==> src/rtl/core/sdf_pkg.sv <==
`default_nettype none
// ----------------------------------------------------------------------------
// sdf_pkg
// shared constants and types of the order-preserving deduplication filter
// ----------------------------------------------------------------------------
package sdf_pkg;

  // store depth: number of distinct values held per array
  localparam int MAX_DISTINCT = 64;

  localparam int IDX_W   = (MAX_DISTINCT > 1) ? $clog2(MAX_DISTINCT) : 1;
  localparam int CNT_W   = $clog2(MAX_DISTINCT + 1);

  // fixed field widths of the channels
  localparam int VALUE_W = 32;
  localparam int SLOT_W  = 6;
  localparam int UCNT_W  = 7;

  // entries of the queue between front and back
  localparam int QUEUE_DEPTH = 2;
  localparam int QPTR_W      = $clog2(QUEUE_DEPTH);
  localparam int QCNT_W      = $clog2(QUEUE_DEPTH + 1);

  typedef struct packed {
    logic signed [VALUE_W-1:0] value;
    logic                      end_of_array;
  } item_t;

  typedef enum logic [1:0] {
    ST_IDLE,
    ST_SCAN,
    ST_RESULT
  } back_state_t;

endpackage
`default_nettype wire

==> src/rtl/core/sdf_in_if.sv <==
`default_nettype none
// ----------------------------------------------------------------------------
// sdf_in_if
// input channel: one array element per item with its end mark
// ----------------------------------------------------------------------------
interface sdf_in_if
  import sdf_pkg::*;
();
  logic                      valid;
  logic                      ready;
  logic signed [VALUE_W-1:0] value;
  logic                      end_of_array;

  modport source (output valid, output value, output end_of_array, input ready);
  modport sink   (input valid, input value, input end_of_array, output ready);
endinterface
`default_nettype wire

==> src/rtl/core/sdf_out_if.sv <==
`default_nettype none
// ----------------------------------------------------------------------------
// sdf_out_if
// result channel: keep/drop decision, slot and running unique count
// ----------------------------------------------------------------------------
interface sdf_out_if
  import sdf_pkg::*;
();
  logic                      valid;
  logic                      ready;
  logic                      kept;
  logic signed [VALUE_W-1:0] value_out;
  logic [SLOT_W-1:0]         slot;
  logic [UCNT_W-1:0]         unique_count;
  logic                      last;
  logic                      overflow;

  modport source (
    output valid, output kept, output value_out, output slot,
    output unique_count, output last, output overflow, input ready
  );
  modport sink (
    input valid, input kept, input value_out, input slot,
    input unique_count, input last, input overflow, output ready
  );
endinterface
`default_nettype wire

==> src/rtl/core/stable_dedup_filter.sv <==
`default_nettype none
// the scan compares an accepted item against the values already stored for
//   the array, one stored value a cycle through the single store read port;
//   a repeat found early ends the scan sooner
// the engine takes the next item only once the result of the last one is
//   registered; the front queue holds items that arrive meanwhile
// reset: synchronous rst empties the queue and the result register and sets
//   the stored count to zero; stored values need no clearing
// ----------------------------------------------------------------------------
// stable_dedup_filter
// order-preserving deduplication of a stream of values, per array
// ----------------------------------------------------------------------------
module stable_dedup_filter
  import sdf_pkg::*;
(
  input  wire logic clk,
  input  wire logic rst,
  sdf_in_if.sink    in_ch,
  sdf_out_if.source out_ch
);

  // queue head handed from the front to the search engine
  item_t q_item;
  logic  q_valid;
  logic  q_take;

  // front: takes items in and holds them while the back is busy scanning
  sdf_front u_front (
    .clk     (clk),
    .rst     (rst),
    .in_ch   (in_ch),
    .q_item  (q_item),
    .q_valid (q_valid),
    .q_take  (q_take)
  );

  // back: compares against the stored values until a match, appends first
  // occurrences, clears the count after the item with the end mark and holds the result
  // in a register so that scanning of the next item can start meanwhile
  sdf_back u_back (
    .clk     (clk),
    .rst     (rst),
    .q_item  (q_item),
    .q_valid (q_valid),
    .q_take  (q_take),
    .out_ch  (out_ch)
  );

endmodule
`default_nettype wire

==> src/rtl/core/sdf_front.sv <==
`default_nettype none
// ----------------------------------------------------------------------------
// sdf_front
// accepts input items into a short queue that feeds the search engine
// ----------------------------------------------------------------------------
module sdf_front
  import sdf_pkg::*;
(
  input  wire logic  clk,
  input  wire logic  rst,
  sdf_in_if.sink     in_ch,
  output item_t      q_item,
  output logic       q_valid,
  input  wire logic  q_take
);

  item_t             entry [QUEUE_DEPTH];
  logic [QPTR_W-1:0] wr_ptr;
  logic [QPTR_W-1:0] rd_ptr;
  logic [QCNT_W-1:0] fill;
  logic              push;
  logic              pop;

  assign in_ch.ready = (fill != QCNT_W'(QUEUE_DEPTH));
  assign push        = in_ch.valid && in_ch.ready;
  assign q_valid     = (fill != '0);
  assign pop         = q_valid && q_take;
  assign q_item      = entry[rd_ptr];

  always_ff @(posedge clk) begin
    if (rst) begin
      wr_ptr <= '0;
      rd_ptr <= '0;
      fill   <= '0;
    end else begin
      if (push) begin
        wr_ptr <= (wr_ptr == QPTR_W'(QUEUE_DEPTH - 1)) ? '0 : wr_ptr + 1'b1;
      end
      if (pop) begin
        rd_ptr <= (rd_ptr == QPTR_W'(QUEUE_DEPTH - 1)) ? '0 : rd_ptr + 1'b1;
      end
      case ({push, pop})
        2'b10:   fill <= fill + 1'b1;
        2'b01:   fill <= fill - 1'b1;
        default: fill <= fill;
      endcase
    end
  end

  always_ff @(posedge clk) begin
    if (push) begin
      entry[wr_ptr] <= '{value: in_ch.value, end_of_array: in_ch.end_of_array};
    end
  end

endmodule
`default_nettype wire

==> src/rtl/core/sdf_back.sv <==
`default_nettype none
// ----------------------------------------------------------------------------
// sdf_back
// scans the value store one entry a cycle and issues the keep/drop result
// ----------------------------------------------------------------------------
module sdf_back
  import sdf_pkg::*;
(
  input  wire logic  clk,
  input  wire logic  rst,
  input  wire item_t q_item,
  input  wire logic  q_valid,
  output logic       q_take,
  sdf_out_if.source  out_ch
);

  back_state_t              state;
  back_state_t              state_next;

  logic signed [VALUE_W-1:0] store [MAX_DISTINCT];
  logic signed [VALUE_W-1:0] rd_data;

  item_t                    cur;
  logic [CNT_W-1:0]         count;
  logic [CNT_W-1:0]         ptr;
  logic                     pend;
  logic                     found;

  logic                     start;
  logic                     issue;
  logic                     hit;
  logic                     finish;
  logic                     match;
  logic                     full;
  logic                     new_ok;

  assign match  = pend && (rd_data == cur.value);
  assign full   = (count == CNT_W'(MAX_DISTINCT));
  assign new_ok = !found && !full;

  always_comb begin
    state_next = state;
    q_take     = 1'b0;
    start      = 1'b0;
    issue      = 1'b0;
    hit        = 1'b0;
    finish     = 1'b0;
    case (state)
      ST_IDLE: begin
        if (q_valid) begin
          q_take     = 1'b1;
          start      = 1'b1;
          state_next = ST_SCAN;
        end
      end
      ST_SCAN: begin
        if (match) begin
          hit        = 1'b1;
          state_next = ST_RESULT;
        end else if (ptr == count) begin
          state_next = ST_RESULT;
        end else begin
          issue = 1'b1;
        end
      end
      ST_RESULT: begin
        if (!out_ch.valid || out_ch.ready) begin
          finish     = 1'b1;
          state_next = ST_IDLE;
        end
      end
      default: state_next = ST_IDLE;
    endcase
  end

  always_ff @(posedge clk) begin
    if (rst) begin
      state        <= ST_IDLE;
      count        <= '0;
      pend         <= 1'b0;
      out_ch.valid <= 1'b0;
    end else begin
      state <= state_next;
      pend  <= issue;
      if (finish) begin
        if (cur.end_of_array) begin
          count <= '0;
        end else if (new_ok) begin
          count <= count + 1'b1;
        end
      end
      if (finish) begin
        out_ch.valid <= 1'b1;
      end else if (out_ch.ready) begin
        out_ch.valid <= 1'b0;
      end
    end
  end

  // working registers of the current item
  always_ff @(posedge clk) begin
    if (start) begin
      cur   <= q_item;
      ptr   <= '0;
      found <= 1'b0;
    end else begin
      if (issue) begin
        ptr <= ptr + 1'b1;
      end
      if (hit) begin
        found <= 1'b1;
      end
    end
  end

  // value store, one write and one registered read port
  always_ff @(posedge clk) begin
    if (finish && new_ok) begin
      store[count[IDX_W-1:0]] <= cur.value;
    end
    if (issue) begin
      rd_data <= store[ptr[IDX_W-1:0]];
    end
  end

  // result register
  always_ff @(posedge clk) begin
    if (finish) begin
      out_ch.kept         <= new_ok;
      out_ch.value_out    <= cur.value;
      out_ch.slot         <= new_ok ? SLOT_W'(count[IDX_W-1:0]) : '0;
      out_ch.unique_count <= UCNT_W'(count + CNT_W'(new_ok));
      out_ch.last         <= cur.end_of_array;
      out_ch.overflow     <= !found && full;
    end
  end

endmodule
`default_nettype wire

==> src/flat_wrapper.sv <==
// flat-port wrapper written by rule: the top's interface ports become plain ports
module stable_dedup_filter_flat import sdf_pkg::*;
  (clk, rst, in_ch_valid, in_ch_value, in_ch_end_of_array, in_ch_ready, out_ch_valid, out_ch_kept, out_ch_value_out, out_ch_slot, out_ch_unique_count, out_ch_last, out_ch_overflow, out_ch_ready);
  sdf_in_if in_ch_i ();
  sdf_out_if out_ch_i ();
  input  wire logic clk;
  input  wire logic rst;
  input wire logic [$bits(in_ch_i.valid)-1:0] in_ch_valid;
  input wire logic [$bits(in_ch_i.value)-1:0] in_ch_value;
  input wire logic [$bits(in_ch_i.end_of_array)-1:0] in_ch_end_of_array;
  output wire logic [$bits(in_ch_i.ready)-1:0] in_ch_ready;
  output wire logic [$bits(out_ch_i.valid)-1:0] out_ch_valid;
  output wire logic [$bits(out_ch_i.kept)-1:0] out_ch_kept;
  output wire logic [$bits(out_ch_i.value_out)-1:0] out_ch_value_out;
  output wire logic [$bits(out_ch_i.slot)-1:0] out_ch_slot;
  output wire logic [$bits(out_ch_i.unique_count)-1:0] out_ch_unique_count;
  output wire logic [$bits(out_ch_i.last)-1:0] out_ch_last;
  output wire logic [$bits(out_ch_i.overflow)-1:0] out_ch_overflow;
  input wire logic [$bits(out_ch_i.ready)-1:0] out_ch_ready;
  assign in_ch_i.valid = in_ch_valid;
  assign in_ch_i.value = in_ch_value;
  assign in_ch_i.end_of_array = in_ch_end_of_array;
  assign in_ch_ready = in_ch_i.ready;
  assign out_ch_valid = out_ch_i.valid;
  assign out_ch_kept = out_ch_i.kept;
  assign out_ch_value_out = out_ch_i.value_out;
  assign out_ch_slot = out_ch_i.slot;
  assign out_ch_unique_count = out_ch_i.unique_count;
  assign out_ch_last = out_ch_i.last;
  assign out_ch_overflow = out_ch_i.overflow;
  assign out_ch_i.ready = out_ch_ready;
  stable_dedup_filter u_core (.clk(clk), .rst(rst), .in_ch(in_ch_i), .out_ch(out_ch_i));
endmodule
==> config.mk <==
export PLATFORM = sky130hd
export DESIGN_NAME = stable_dedup_filter_flat
export DESIGN_NICKNAME = d
export VERILOG_FILES = /design/src/rtl/core/sdf_pkg.sv /design/src/rtl/core/sdf_in_if.sv /design/src/rtl/core/sdf_out_if.sv /design/src/rtl/core/stable_dedup_filter.sv /design/src/rtl/core/sdf_front.sv /design/src/rtl/core/sdf_back.sv /design/src/flat_wrapper.sv
export SDC_FILE = /design/constraint.sdc
export NUM_CORES = 2
export LEC_CHECK = 0
export BUFFER_PORTS_ARGS = -buffer_cell sky130_fd_sc_hd__buf_2
export CAP_MARGIN = 0
export CORE_MARGIN = 2
export CORE_UTILIZATION = 52
export CTS_BUF_LIST = sky130_fd_sc_hd__clkbuf_8
export DETAILED_ROUTE_END_ITERATION = 8
export GPL_ROUTABILITY_DRIVEN = 0
export PLACE_DENSITY = 0.71
export REMOVE_ABC_BUFFERS = 1
export SYNTH_ARGS = -nofsm -noshare
export SYNTH_HDL_FRONTEND = slang
export SYNTH_SLANG_ARGS = --single-unit
==> constraint.sdc <==
create_clock -name clk -period 6 [get_ports clk]
set_input_delay 0.6 -clock clk [delete_from_list [all_inputs] [get_ports clk]]
set_output_delay 0.6 -clock clk [all_outputs]
set_load 0.05 [all_outputs]
==> impl_metrics.py <==
metrics = {
    "clocking": {
        "clockRootBuffer": "sky130_fd_sc_hd__clkbuf_8",
        "cts_buffer_depth": 4,
        "tritoncts.num_buffers": 361,
        "clock_sinks": 2250,
        "clk_pin_slew_ns": 0.06,
        "cts_tree": "built",
        "clkLatencyLatePin_ns": 1.04,
        "cts_post_setup_buffers_inserted": 0,
        "htree_num_levels": 5,
        "cts_repair_resize_count": 0,
    },
    "final_layout": {
        "final-instance-count-excl-fill": 6507,
        "design.final.nets": 4125,
        "area.growth.synth_to_final_pct": 12.01,
        "post_route_cells_drive_above_1_share_pct": 30.48,
    },
    "worst_setup_path": {
        "timing.critical_path.arrival_ns": 5.06,
        "timing.critical_path.to_type": "flop",
        "setup.worst_path.start_class": "flop",
        "timing_worst_setup_path_type": "reg -> reg",
        "crit_fanout": 32,
        "cp_data_required_time_ns": 6.56,
    },
    "sta": {
        "timing.final.crit_share_pct": 74.91,
        "worst_pin_slew_ns": 1.316,
        "finalHoldViolCount": 0,
        "finClkSkew_ns": 0.09779,
        "finalSetupViolations": 0,
        "final.hold.worst_slack_ns": 0.2998,
        "slew_viol_final": 0,
        "fmax_mhz": 222.5,
        "final.min_clock_period_ns": 4.495,
        "grt_setup_unrepaired": "no",
        "setup_total_negative_slack_ns": 0,
        "slew_headroom_pct": 11.64,
    },
    "run": {
        "max-cap-violations": 0,
    },
    "drt": {
        "post_drt_wl_per_cell_um": 32.23,
        "wire_length_after_detailed_routing_mm": 209.7,
        "vias": 41140,
        "post_drt_via_cell_ratio": 6.322,
        "drcViolationCount": 0,
        "number_of_antenna_violating_nets_in_the_routed_design": 0,
        "detail_route.first_pass.iterations": 6,
        "drt-initial-drc-count": 6187,
    },
    "synth": {
        "synthArstFlopShare_pct": 0,
        "synth_most_common_cell": "sky130_fd_sc_hd__edfxtp_1",
        "syn_area_mm2": 0.08558,
        "synth.top_cells.by_area": "sky130_fd_sc_hd__edfxtp_1, sky130_fd_sc_hd__mux4_2, sky130_fd_sc_hd__nand2_1",
        "synth_top_cell_by_area": "sky130_fd_sc_hd__edfxtp_1",
        "yosys_warnings": 0,
        "syn_area_per_cell_um2": 23.29,
        "synth_enable_flop_cells": 2227,
        "netlist.area_leader.share_pct": 78.14,
        "synth_ff_type": "sky130_fd_sc_hd__edfxtp_1",
        "synth.lib_cells_used.distinct": 55,
        "seq_area_frac_synth_pct": 78.68,
        "synth_common_cells": "sky130_fd_sc_hd__edfxtp_1, sky130_fd_sc_hd__mux4_2, sky130_fd_sc_hd__nand2_1, sky130_fd_sc_hd__nor2_1, sky130_fd_sc_hd__clkbuf_1",
        "syn_inst": 3675,
        "ys_ff_latch": 2250,
    },
    "power_and_ir_drop": {
        "p_leak_nw": 29.37,
        "power_density_mw_per_mm2": 399.0,
        "max-vdd-ir-drop_mv": 0.4191,
    },
    "die": {
        "design.portCount": 87,
        "coreArea_mm2": 0.1631,
        "start_util_pct": 52.46,
        "die_extent_in_y_um": 409.7,
        "dieWidth_um": 409.7,
        "std_cell_rows": 148,
        "die_area_mm2": 0.1678,
    },
    "place": {
        "dp.final_hpwl_mm": 123.2,
        "portBuffers": 86,
        "dpl.cell_count": 5858,
    },
    "worst_hold_path": {
        "min_path_type": "in -> reg",
    },
    "global_routing": {
        "overflow": 0,
        "global_route_wire_length_before_repair_mm": 299.5,
        "grt_start_max_net_pins": 88,
        "track_usage_pct": 25.21,
        "grt_antenna_before_repair": 8,
        "number_of_global_route_vias_before_repair": 40660,
    },
    "status": {
        "run_status": "completed",
    },
}
per-layer routing:
layer / wire, um / global-route usage [%] / up-vias
met2: 95380 / 36.53 / 2472
met1: 81760 / 36.61 / 21860
met4: 7440 / 8.976 / 8
met3: 25060 / 7.741 / 413
li1: - / - / 16390
met5: 53 / 0 / -
cells by family after synthesis:
kind of cell | Yosys count | share of synthesized area (%)
AND/OR/NAND/NOR | 372 | 1.925
AO/OA/AOI/OAI | 134 | 1.095
buffers and inverters | 201 | 1.171
adder cells (fa/ha/maj) | 6 | 0.08771
XOR/XNOR | 44 | 0.4503
multiplexers | 668 | 16.59
flip-flops | 2250 | 78.68
sequential cells by signal, indices dropped and copies added (netlist names), 2 cells and up:
name / flops
u_core.u_back.out_ch.unique_count: 7
u_core.u_back.out_ch.slot: 6
u_core.u_back.out_ch.value_out: 32
u_core.u_back.count: 7
u_core.u_back.state: 2
u_core.u_front.fill: 2
u_core.u_back.rd_data: 32
u_core.u_front.entry: 66
u_core.u_back.ptr: 7
u_core.u_back.store: 2048
u_core.u_back.cur: 33
timing repair:
action,4_1_cts,5_1_grt
endpoints found under the setup margin,0,0
endpoints found under the hold margin,76,0
hold buffers,36,0
final timing paths:
path | from | endpoint | slack (ns) | cells after the start
max | u_core.u_back.count[1] | u_core.u_back.store[33][8] | 1.51 | 8
min | in_ch_value[25] | u_core.u_front.entry[0][26] | 0.30 | 2
min reg2reg | u_core.u_back.ptr[6] | u_core.u_back.ptr[6] | 0.51 | 1
max reg2reg | u_core.u_back.count[1] | u_core.u_back.store[33][8] | 1.51 | 8
critical path, stage by stage, from the launching register on:
cell and delay [ns]:
sky130_fd_sc_hd__dfxtp_1 0.54, sky130_fd_sc_hd__inv_1 0.14, sky130_fd_sc_hd__ha_1 0.20, sky130_fd_sc_hd__and3b_1 0.17, sky130_fd_sc_hd__a21oi_1 0.42, sky130_fd_sc_hd__nand2_1 0.23
sky130_fd_sc_hd__nor2_1 0.25, sky130_fd_sc_hd__nand2_1 0.81, sky130_fd_sc_hd__nor2_4 1.20
placed cells by master (no fill, tap or decap), types with 3 or more instances in the layout:
cell                               n
sky130_fd_sc_hd__a31oi_1          23
sky130_fd_sc_hd__buf_2            86
sky130_fd_sc_hd__inv_1           136
sky130_fd_sc_hd__nor3_1            5
sky130_fd_sc_hd__dfxtp_4           4
sky130_fd_sc_hd__a22o_1            3
sky130_fd_sc_hd__buf_12           18
sky130_fd_sc_hd__mux4_2          597
sky130_fd_sc_hd__edfxtp_1       2227
sky130_fd_sc_hd__and3_1            3
sky130_fd_sc_hd__xnor2_1          32
sky130_fd_sc_hd__clkinv_1         75
sky130_fd_sc_hd__dfxtp_1          18
sky130_fd_sc_hd__buf_4            96
sky130_fd_sc_hd__a211oi_1         22
sky130_fd_sc_hd__o211ai_1          9
sky130_fd_sc_hd__a21oi_1          25
sky130_fd_sc_hd__xor2_1           12
sky130_fd_sc_hd__mux2i_1          34
sky130_fd_sc_hd__clkinvlp_4        5
sky130_fd_sc_hd__o221ai_1         10
sky130_fd_sc_hd__nand3_1          18
sky130_fd_sc_hd__inv_6             5
sky130_fd_sc_hd__or3_1             3
sky130_fd_sc_hd__a22oi_1          25
sky130_fd_sc_hd__nand2_1         162
sky130_fd_sc_hd__nand2b_1         10
sky130_fd_sc_hd__nor2b_1          36
sky130_fd_sc_hd__nor2_4           63
sky130_fd_sc_hd__clkbuf_8        369
sky130_fd_sc_hd__nor2_1           42
sky130_fd_sc_hd__clkinv_2         26
sky130_fd_sc_hd__nand4_1           8
sky130_fd_sc_hd__dlygate4sd3_1    36
sky130_fd_sc_hd__a221o_1           3
sky130_fd_sc_hd__ha_1              6
sky130_fd_sc_hd__mux2_2           37
sky130_fd_sc_hd__o21ai_0           3
sky130_fd_sc_hd__bufinv_16         3
layout make-up:
| class | instances | area [um2] |
|---|---|---|
| clock inverter | 242 | 1064 |
| fill | 11340 | 67280 |
| clock buffer | 369 | 5079 |
| inverter | 9 | 33.78 |
| antenna | 2 | 5.005 |
| tap | 2175 | 2721 |
| multi-input combinational | 1224 | 17740 |
| sequential | 2250 | 67350 |
| timing repair buffer | 236 | 1872 |
per-stage QoR:
stage / total power, mW / area (um2) / utilization [%] / worst slack [ns]
2_1_floorplan: 23.40 / 84620 / - / -16.30
3_3_place_gp: 26.83 / 89360 / 54.77 / 1.657
3_5_place_dp: 27.00 / 89360 / 54.77 / 1.645
4_1_cts: 38.43 / 95860 / 58.76 / 1.585
5_1_grt: 39.42 / 95870 / 58.76 / 1.319
6_report: 38.25 / 95870 / 58.76 / 1.505
report_power, final:
part	switching (mW)	internal, mW
Sequential	0.289	19.4
Combinational	4.72	2.21
Clock	5.78	5.79
No activity file was read; power rests on OpenSTA's default activity.
